===== src/design/bba_pkg.sv =====
// Package for the bitmap block allocator: operation and status codes,
// register indexes and the command/status structs between controller and datapath.
// No dependencies.
package bba_pkg;

    localparam int ADDR_W    = 32;
    localparam int CFG_W     = 14;
    localparam int WORD_BITS = 32;

    localparam logic [CFG_W-1:0] COUNT_MAX      = 14'h3FFF;
    localparam logic [CFG_W-1:0] TOTAL_RESET    = 14'd8192;
    localparam logic [CFG_W-1:0] RESERVED_RESET = 14'd256;
    localparam logic [CFG_W-1:0] USED_RESET     = 14'd8192;

    localparam logic [0:0] CFG_TOTAL    = 1'b0;
    localparam logic [0:0] CFG_RESERVED = 1'b1;

    typedef enum logic [1:0] {
        OP_INIT  = 2'd0,
        OP_ALLOC = 2'd1,
        OP_FREE  = 2'd2,
        OP_QUERY = 2'd3
    } t_op;

    typedef enum logic [1:0] {
        ST_DONE    = 2'd0,
        ST_OOM     = 2'd1,
        ST_IGNORED = 2'd2
    } t_status;

    // Commands from the controller to the datapath.
    typedef struct packed {
        logic in_ready;
        logic latch;
        logic word_clr;
        logic word_inc;
        logic wr_fill;
        logic wr_init;
        logic count_init;
        logic rd_scan;
        logic wr_alloc;
        logic rd_free;
        logic wr_free;
        logic set_oom;
        logic set_ignored;
        logic res_load;
    } t_cmd;

    // Status from the datapath to the controller.
    typedef struct packed {
        logic in_valid;
        t_op  op;
        logic last_word;
        logic found;
        logic scan_last;
        logic in_range;
        logic bit_used;
        logic out_free;
    } t_sts;

endpackage


===== src/design/bba_ctrl.sv =====
// Controller state machine of the bitmap block allocator.
// Depends on bba_pkg; drives the datapath bba_dp through t_cmd and reads t_sts.
module bba_ctrl
    import bba_pkg::*;
(
    input  logic i_clk,
    input  logic i_rst_n,
    input  t_sts i_sts,
    output t_cmd o_cmd
);

    typedef enum logic [7:0] {
        S_FILL     = 8'b0000_0001,
        S_IDLE     = 8'b0000_0010,
        S_INIT     = 8'b0000_0100,
        S_SCAN_RD  = 8'b0000_1000,
        S_SCAN_CHK = 8'b0001_0000,
        S_FREE_RD  = 8'b0010_0000,
        S_FREE_CHK = 8'b0100_0000,
        S_RESP     = 8'b1000_0000
    } t_state;

    t_state r_state;
    t_state n_state;

    always_ff @(posedge i_clk) begin
        if (!i_rst_n) begin
            r_state <= S_FILL;
        end else begin
            r_state <= n_state;
        end
    end

    always_comb begin
        n_state = r_state;
        o_cmd   = '0;
        case (r_state)
            S_FILL: begin
                o_cmd.wr_fill = 1'b1;
                if (i_sts.last_word) begin
                    n_state = S_IDLE;
                end else begin
                    o_cmd.word_inc = 1'b1;
                end
            end
            S_IDLE: begin
                o_cmd.in_ready = 1'b1;
                if (i_sts.in_valid) begin
                    o_cmd.latch    = 1'b1;
                    o_cmd.word_clr = 1'b1;
                    case (i_sts.op)
                        OP_INIT:  n_state = S_INIT;
                        OP_ALLOC: n_state = S_SCAN_RD;
                        OP_FREE:  n_state = S_FREE_RD;
                        default:  n_state = S_RESP;
                    endcase
                end
            end
            S_INIT: begin
                o_cmd.wr_init = 1'b1;
                if (i_sts.last_word) begin
                    o_cmd.count_init = 1'b1;
                    n_state          = S_RESP;
                end else begin
                    o_cmd.word_inc = 1'b1;
                end
            end
            S_SCAN_RD: begin
                o_cmd.rd_scan = 1'b1;
                n_state       = S_SCAN_CHK;
            end
            S_SCAN_CHK: begin
                if (i_sts.found) begin
                    o_cmd.wr_alloc = 1'b1;
                    n_state        = S_RESP;
                end else if (i_sts.scan_last) begin
                    o_cmd.set_oom = 1'b1;
                    n_state       = S_RESP;
                end else begin
                    o_cmd.word_inc = 1'b1;
                    n_state        = S_SCAN_RD;
                end
            end
            S_FREE_RD: begin
                if (i_sts.in_range) begin
                    o_cmd.rd_free = 1'b1;
                    n_state       = S_FREE_CHK;
                end else begin
                    o_cmd.set_ignored = 1'b1;
                    n_state           = S_RESP;
                end
            end
            S_FREE_CHK: begin
                if (i_sts.bit_used) begin
                    o_cmd.wr_free = 1'b1;
                end else begin
                    o_cmd.set_ignored = 1'b1;
                end
                n_state = S_RESP;
            end
            S_RESP: begin
                if (i_sts.out_free) begin
                    o_cmd.res_load = 1'b1;
                    n_state        = S_IDLE;
                end
            end
            default: begin
                n_state = S_FILL;
            end
        endcase
    end

endmodule


===== config.mk =====
export PLATFORM = sky130hd
export DESIGN_NAME = bba_ctrl
export DESIGN_NICKNAME = d
export VERILOG_FILES = /design/src/design/bba_pkg.sv /design/src/design/bba_ctrl.sv
export SDC_FILE = /design/constraint.sdc
export NUM_CORES = 1
export LEC_CHECK = 0
export BUFFER_PORTS_ARGS = -buffer_cell sky130_fd_sc_hd__buf_2
export CORE_MARGIN = 5
export CORE_UTILIZATION = 35
export DETAILED_ROUTE_END_ITERATION = 10
export GPL_TIMING_DRIVEN = 0
export HOLD_SLACK_MARGIN = 0.08
export SLEW_MARGIN = 20
export SYNTH_ARGS = -nofsm -noshare
export SYNTH_HDL_FRONTEND = slang
export SYNTH_SLANG_ARGS = --single-unit

===== constraint.sdc =====
create_clock -name i_clk -period 2.8 [get_ports i_clk]
set_input_delay 0.14 -clock i_clk [delete_from_list [all_inputs] [get_ports i_clk]]
set_output_delay 0.14 -clock i_clk [all_outputs]
set_load 0.05 [all_outputs]

==> results of run 1 <==
-- worst max-delay path, cell delays in order, from the launching register on --
cell	delay, ps
sky130_fd_sc_hd__dfxtp_1	300
sky130_fd_sc_hd__buf_4	150
sky130_fd_sc_hd__nor4_2	440
sky130_fd_sc_hd__nand4b_1	210
sky130_fd_sc_hd__or3_1	390
sky130_fd_sc_hd__nand2_1	70
sky130_fd_sc_hd__buf_2	250
-- metal layers --
layer | vias to the layer above | global-route usage
li1 | 366 | -
met1 | 331 | 0.162
met2 | 21 | 0.214
met3 | 2 | 0.0360
met4 | 0 | 0.0383
met5 | - | 0
-- power breakdown --
group | total, W | switching [W] | internal [W]
combinational | 0.000344 | 0.000225 | 0.000119
clock | 0.0000962 | 0.0000467 | 0.0000495
sequential | 0.000148 | 0.0000180 | 0.000130
-- area by class of cell --
type	instances	area share
multi-input combinational	68	0.528
sequential	8	0.190
timing repair buffer	24	0.142
clock buffer	3	0.0267
buffer	4	0.0401
inverter	8	0.0356
tap	25	0.0371
-- how the worst max path moves through the flow --
stage	start	endpoint	slack [ps]	cells after the start
2_1_floorplan	r_state[0]$_SDFFE_PN1P_	o_cmd[2]	550	4
3_3_place_gp	r_state[0]$_SDFFE_PN1P_	o_cmd[10]	960	6
3_5_place_dp	r_state[0]$_SDFFE_PN1P_	o_cmd[10]	930	6
4_1_cts	r_state[0]$_SDFFE_PN1P_	o_cmd[10]	630	6
5_1_grt	r_state[0]$_SDFFE_PN1P_	o_cmd[10]	500	6
6_report	r_state[0]$_SDFFE_PN1P_	o_cmd[10]	590	6
-- metrics by stage --
| step | utilization | cell area, um^2 |
|---|---|---|
| 6_report | 0.478 | 843 |
| 5_1_grt | 0.478 | 843 |
| 3_5_place_dp | 0.465 | 821 |
| 4_1_cts | 0.478 | 843 |
| 2_1_floorplan | - | 669 |
| 3_3_place_gp | 0.465 | 821 |
-- cell families after synthesis --
| family | after synthesis |
|---|---|
| flops | 8 |
| compound gates | 15 |
| buf+inv | 12 |
| xor+xnor | 4 |
| simple gates | 49 |
-- Yosys cell counts --
| cell | number |
|---|---|
| sky130_fd_sc_hd__xor2_1 | 2 |
| sky130_fd_sc_hd__and4_2 | 2 |
| sky130_fd_sc_hd__and3_1 | 3 |
| sky130_fd_sc_hd__buf_4 | 3 |
| sky130_fd_sc_hd__and2b_1 | 1 |
| sky130_fd_sc_hd__xnor2_1 | 2 |
| sky130_fd_sc_hd__or4_4 | 1 |
| sky130_fd_sc_hd__nor4b_1 | 2 |
| sky130_fd_sc_hd__o311ai_0 | 1 |
| sky130_fd_sc_hd__nand2_1 | 7 |
| sky130_fd_sc_hd__o211ai_1 | 1 |
| sky130_fd_sc_hd__nor3b_1 | 3 |
| sky130_fd_sc_hd__and2_1 | 3 |
| sky130_fd_sc_hd__a21boi_2 | 1 |
| sky130_fd_sc_hd__o31a_1 | 1 |
| sky130_fd_sc_hd__and3b_1 | 1 |
| sky130_fd_sc_hd__o22ai_1 | 1 |
| sky130_fd_sc_hd__buf_6 | 1 |
| sky130_fd_sc_hd__nor2_1 | 10 |
| sky130_fd_sc_hd__nor3_2 | 1 |
| sky130_fd_sc_hd__nor2b_1 | 2 |
| sky130_fd_sc_hd__nor3_1 | 2 |
| sky130_fd_sc_hd__a21bo_1 | 1 |
| sky130_fd_sc_hd__a21oi_1 | 1 |
| sky130_fd_sc_hd__o21ai_0 | 5 |
| sky130_fd_sc_hd__nand4b_1 | 2 |
| sky130_fd_sc_hd__inv_1 | 8 |
| sky130_fd_sc_hd__nand4_1 | 4 |
| sky130_fd_sc_hd__nor4_2 | 1 |
| sky130_fd_sc_hd__nor2_4 | 1 |
| sky130_fd_sc_hd__o21ai_2 | 1 |
| sky130_fd_sc_hd__a21boi_0 | 2 |
| sky130_fd_sc_hd__dfxtp_1 | 8 |
| sky130_fd_sc_hd__nand3_1 | 2 |
| sky130_fd_sc_hd__or3_1 | 1 |
==> out/summary.txt, run 1 <==
die outline height - 53.7 um
overall power after layout - 0.000588 W
Num CTS Buffers - 3
source-to-sink clock delay at the later pin of the worst-skew pair - 260 ps
met3 routed wirelength - 106 um
proportion of netlist area held by the largest area contributor - 0.239
total number of nets in the final design - 128
clock tree from TritonCTS - yes
maximum number of pins on one net before global-route repair - 10
most used cells in the layout excluding fill and tap cells - sky130_fd_sc_hd__buf_2 (24), sky130_fd_sc_hd__nor2_1 (10), sky130_fd_sc_hd__inv_1 (8), sky130_fd_sc_hd__dfxtp_1 (8), sky130_fd_sc_hd__nand2_1 (7)
shortest clock period the worst path allows after layout - 2210 ps
remaining max-slew budget at the tightest pin - 0.701
biggest fanout along the worst timing path - 6
final hold vios - 0
unrepaired setup endpoints after global routing - false
simple-gate portion of the synthesized area - 0.454
Ys Warns - 0
number of fill cells in the layout - 193
register name with the most flops - r_state
mean instance size in the synthesized netlist - 7.61 um^2
post-synthesis compound-gate area fraction - 0.159
I/O pin count - 25
number of remaining DRC errors - 0
sequential cell area fraction in the yosys report - 0.239
die outline width - 53.7 um
number of non-filler instances in the completed layout - 140
worst-case setup slack after placement - 925 ps
deepest level of the CTS H-tree - 1
number of inserted diodes - 0
# setup viols final - 0
most common cell after layout, fill and taps aside - sky130_fd_sc_hd__buf_2
result of the run - finished clean
post-CTS setup buffer count - 0
final sum of negative setup slack - 0 ps
hold slack final - 81.3 ps
DR iter-0 viols - 15
worst hold endpoint - r_state[5]$_SDFFE_PN0P_
type of the worst setup path - flip-flop to primary output
clock root cell - sky130_fd_sc_hd__clkbuf_4
initial core utilization - 0.379
number of flip-flops in the largest register - 8
cell count after placement - 137
DIE AREA - 2890 um^2
total area of multi-input combinational cells - 445 um^2
number of cell instances on the worst register-to-register path - 6
Synth Instances - 88
transition time at the pin with the least slew margin - 445 ps
cts-stage hold buffer count - 0
crit end category - primary output
multiplexer area fraction after synthesis - 0
required time of the worst setup path - 2660 ps
clock-pin slew on the worst setup and hold paths - 70 ps
Yosys top cell by area - sky130_fd_sc_hd__dfxtp_1
leakage power - 0.417 nW
adder-cell area share of the yosys netlist - 0
Post-Syn Nets - 99
Area Growth Syn to Fin - 26.0%
top post-synthesis cells by area - sky130_fd_sc_hd__dfxtp_1 (24%), sky130_fd_sc_hd__nor2_1 (5.6%), sky130_fd_sc_hd__inv_1 (4.5%)
clock sink total - 8
count of input and output buffers - 24
xor/xnor share of the synthesized area - 0.0523
number of max-cap violations - 0
Worst Clk Skew - 5.04 ps
routed length on met2 - 762 um
final global-route overflow total - 0
endpoint of the lowest-slack register-to-register path - r_state[5]$_SDFFE_PN0P_
maximum buffer depth of the clock tree - 2
share of final-layout standard cells stronger than drive strength 1 - 0.339
class of the tightest hold or removal check - primary input to flip-flop
internal reg-to-reg setup slack - 1080 ps
#FFs+latches synth - 8
CP Data Arrival Time - 2070 ps
weighted congestion at the end of routability-driven global placement - 0.823
Final period util - 0.790
num rows - 15
Resized Gates After CTS - 0
total length of routed wires - 1.68 mm
Cells on Worst Hold Path - 2
dominant combinational cell family by area after synthesis - simple AND/OR/NAND/NOR gates
CP startpoint kind - flip-flop
Worst Hold Launch - i_sts[6]
R2R Path Start - r_state[2]$_SDFFE_PN0P_
highest clock frequency the design can meet - 452 MHz
peak supply drop - 0.313 mV
top routing layer in use - met4
all-layer global routing usage - 0.130
final worst-path setup slack - 589 ps
Netlist cell types - 35
met1 routed wirelength after detailed routing - 801 um
number of iterations in the first detailed-routing pass - 4
mapped cell area - 669 um^2
number of max-slew violations in the final report - 0
vias in the first global route - 671
WL per Instance - 12.0 um
FF/Latch Area - 160 um^2
registers with the most flip-flops - r_state: 8 flops
number of nets still failing antenna checks after routing - 0
total via count in the routed design - 720
final HPWL from detailed placement - 1.34 mm
core area - 1760 um^2
wire length of the first global-routing pass - 2.76 mm
number of vias per cell - 5.14
number of antenna violations at the first check in global routing - 0
total power divided by cell area - 697 nW/um^2
Power figures use the tool's default switching activity.
==> inputs of run 2 (changes only) <==
==> constraint.sdc (replaced) <==
create_clock -name i_clk -period 2.1 [get_ports i_clk]
set_input_delay 0.105 -clock i_clk [delete_from_list [all_inputs] [get_ports i_clk]]
set_output_delay 0.105 -clock i_clk [all_outputs]
set_load 0.05 [all_outputs]
==> run 2 against run 1 <==
  * Global-route usage decreased by 0.057 points
  * First-iteration DRC count is 33% lower
  * Sequential cell count did not move
  * Critical path type unchanged
  * Largest cell class unchanged
  * Largest power group unchanged
==> out/summary.txt, run 2 (synthesis gave the netlist of run 1 again) <==
remaining max-slew budget at the tightest pin - 0.800
most common cell after layout, fill and taps aside - sky130_fd_sc_hd__buf_2
initial core utilization - 0.379
number of max-slew violations in the final report - 0
peak supply drop - 0.394 mV
hold slack final - 109 ps
# setup viols final - 0
die outline height - 53.7 um
clock tree from TritonCTS - yes
count of input and output buffers - 24
final worst-path setup slack - 100 ps
weighted congestion at the end of routability-driven global placement - 0.793
final global-route overflow total - 0
biggest fanout along the worst timing path - 8
total number of nets in the final design - 130
required time of the worst setup path - 2000 ps
clock root cell - sky130_fd_sc_hd__clkbuf_4
number of max-cap violations - 0
CP startpoint kind - flip-flop
crit end category - primary output
WL per Instance - 11.7 um
number of inserted diodes - 0
number of antenna violations at the first check in global routing - 0
Num CTS Buffers - 3
total area of multi-input combinational cells - 472 um^2
unrepaired setup endpoints after global routing - false
type of the worst setup path - flip-flop to primary output
DR iter-0 viols - 10
maximum number of pins on one net before global-route repair - 10
share of final-layout standard cells stronger than drive strength 1 - 0.376
worst-case setup slack after placement - 223 ps
clock sink total - 8
register name with the most flops - r_state
leakage power - 0.434 nW
DIE AREA - 2890 um^2
vias in the first global route - 640
clock-pin slew on the worst setup and hold paths - 60 ps
all-layer global routing usage - 0.129
die outline width - 53.7 um
number of remaining DRC errors - 0
number of fill cells in the layout - 198
Final period util - 0.952
final HPWL from detailed placement - 1.34 mm
total via count in the routed design - 722
number of flip-flops in the largest register - 8
highest clock frequency the design can meet - 500 MHz
transition time at the pin with the least slew margin - 296 ps
CP Data Arrival Time - 1890 ps
wire length of the first global-routing pass - 2.75 mm
number of iterations in the first detailed-routing pass - 4
result of the run - finished clean
deepest level of the CTS H-tree - 1
total length of routed wires - 1.67 mm
final sum of negative setup slack - 0 ps
num rows - 15
number of nets still failing antenna checks after routing - 0
registers with the most flip-flops - r_state: 8 flops
core area - 1760 um^2
shortest clock period the worst path allows after layout - 2000 ps
I/O pin count - 25
maximum buffer depth of the clock tree - 2
Worst Clk Skew - 3.18 ps
source-to-sink clock delay at the later pin of the worst-skew pair - 260 ps
class of the tightest hold or removal check - primary input to flip-flop
most used cells in the layout excluding fill and tap cells - sky130_fd_sc_hd__buf_2 (23), sky130_fd_sc_hd__nor2_1 (9), sky130_fd_sc_hd__inv_1 (8), sky130_fd_sc_hd__dfxtp_1 (8), sky130_fd_sc_hd__nand2_1 (7)
area post-placement - 831 um^2
final hold vios - 0
Area Growth Syn to Fin - 32.9%
total power divided by cell area - 896 nW/um^2
overall power after layout - 0.000797 W
cell area after layout - 890 um^2
FF/Latch Area - 160 um^2
number of vias per cell - 5.08
-- run 2: cell types whose count changed in the layout (fill, tap and decap cells not counted), sizes merged --
cell / before / now
dlygate4sd3: 0 / 1
clkbuf: 3 / 4
-- run 2: report_power, final --
part	total, W	switching, W	internal (W)
Clock	0.000122	0.0000565	0.0000657
Sequential	0.000201	0.0000273	0.000173
Combinational	0.000474	0.000301	0.000173
-- run 2: area by class of cell --
cell class | count | share of cell area
buffer | 4 | 0.0380
clock buffer | 3 | 0.0253
inverter | 8 | 0.0338
multi-input combinational | 68 | 0.530
sequential | 8 | 0.180
tap | 25 | 0.0352
timing repair buffer | 26 | 0.158
-- run 2: repair_timing --
item,4_1_cts,5_1_grt
setup buffers,0,1
hold endpoints to repair,1,0
resized for setup,1,3
setup endpoints to repair,1,1
hold buffers,1,0
pin swaps,0,2
-- run 2: layer usage --
metal  share of wire  GRT usage  vias to the layer above
met4          0.0084     0.0511                        0
met2            0.45      0.196                       22
li1                -          -                      371
met5               0          0                        -
met1            0.49      0.170                      327
met3           0.050     0.0360                        2
-- run 2: metrics by stage --
stage	cells	util
floorplan	88	-
global placement	137	0.471
detailed placement	137	0.471
CTS	141	0.494
global route	142	0.504
finish	142	0.504
-- run 2: worst max-delay path, stage by stage (launching register included) --
cell	delay [ps]
sky130_fd_sc_hd__dfxtp_1	300
sky130_fd_sc_hd__buf_6	130
sky130_fd_sc_hd__nor4_4	320
sky130_fd_sc_hd__nand4b_1	210
sky130_fd_sc_hd__or3_4	390
sky130_fd_sc_hd__nand2_1	70
sky130_fd_sc_hd__clkbuf_4	220
-- run 2: final timing paths --
path / depth (start not counted) / startpoint / end / slack (ps)
max: 6 / r_state[7]$_SDFFE_PN0P_ / o_cmd[10] / 100
min: 2 / i_rst_n / r_state[0]$_SDFFE_PN1P_ / 110
max reg2reg: 6 / r_state[7]$_SDFFE_PN0P_ / r_state[2]$_SDFFE_PN0P_ / 520
min reg2reg: 2 / r_state[3]$_SDFFE_PN0P_ / r_state[4]$_SDFFE_PN0P_ / 560
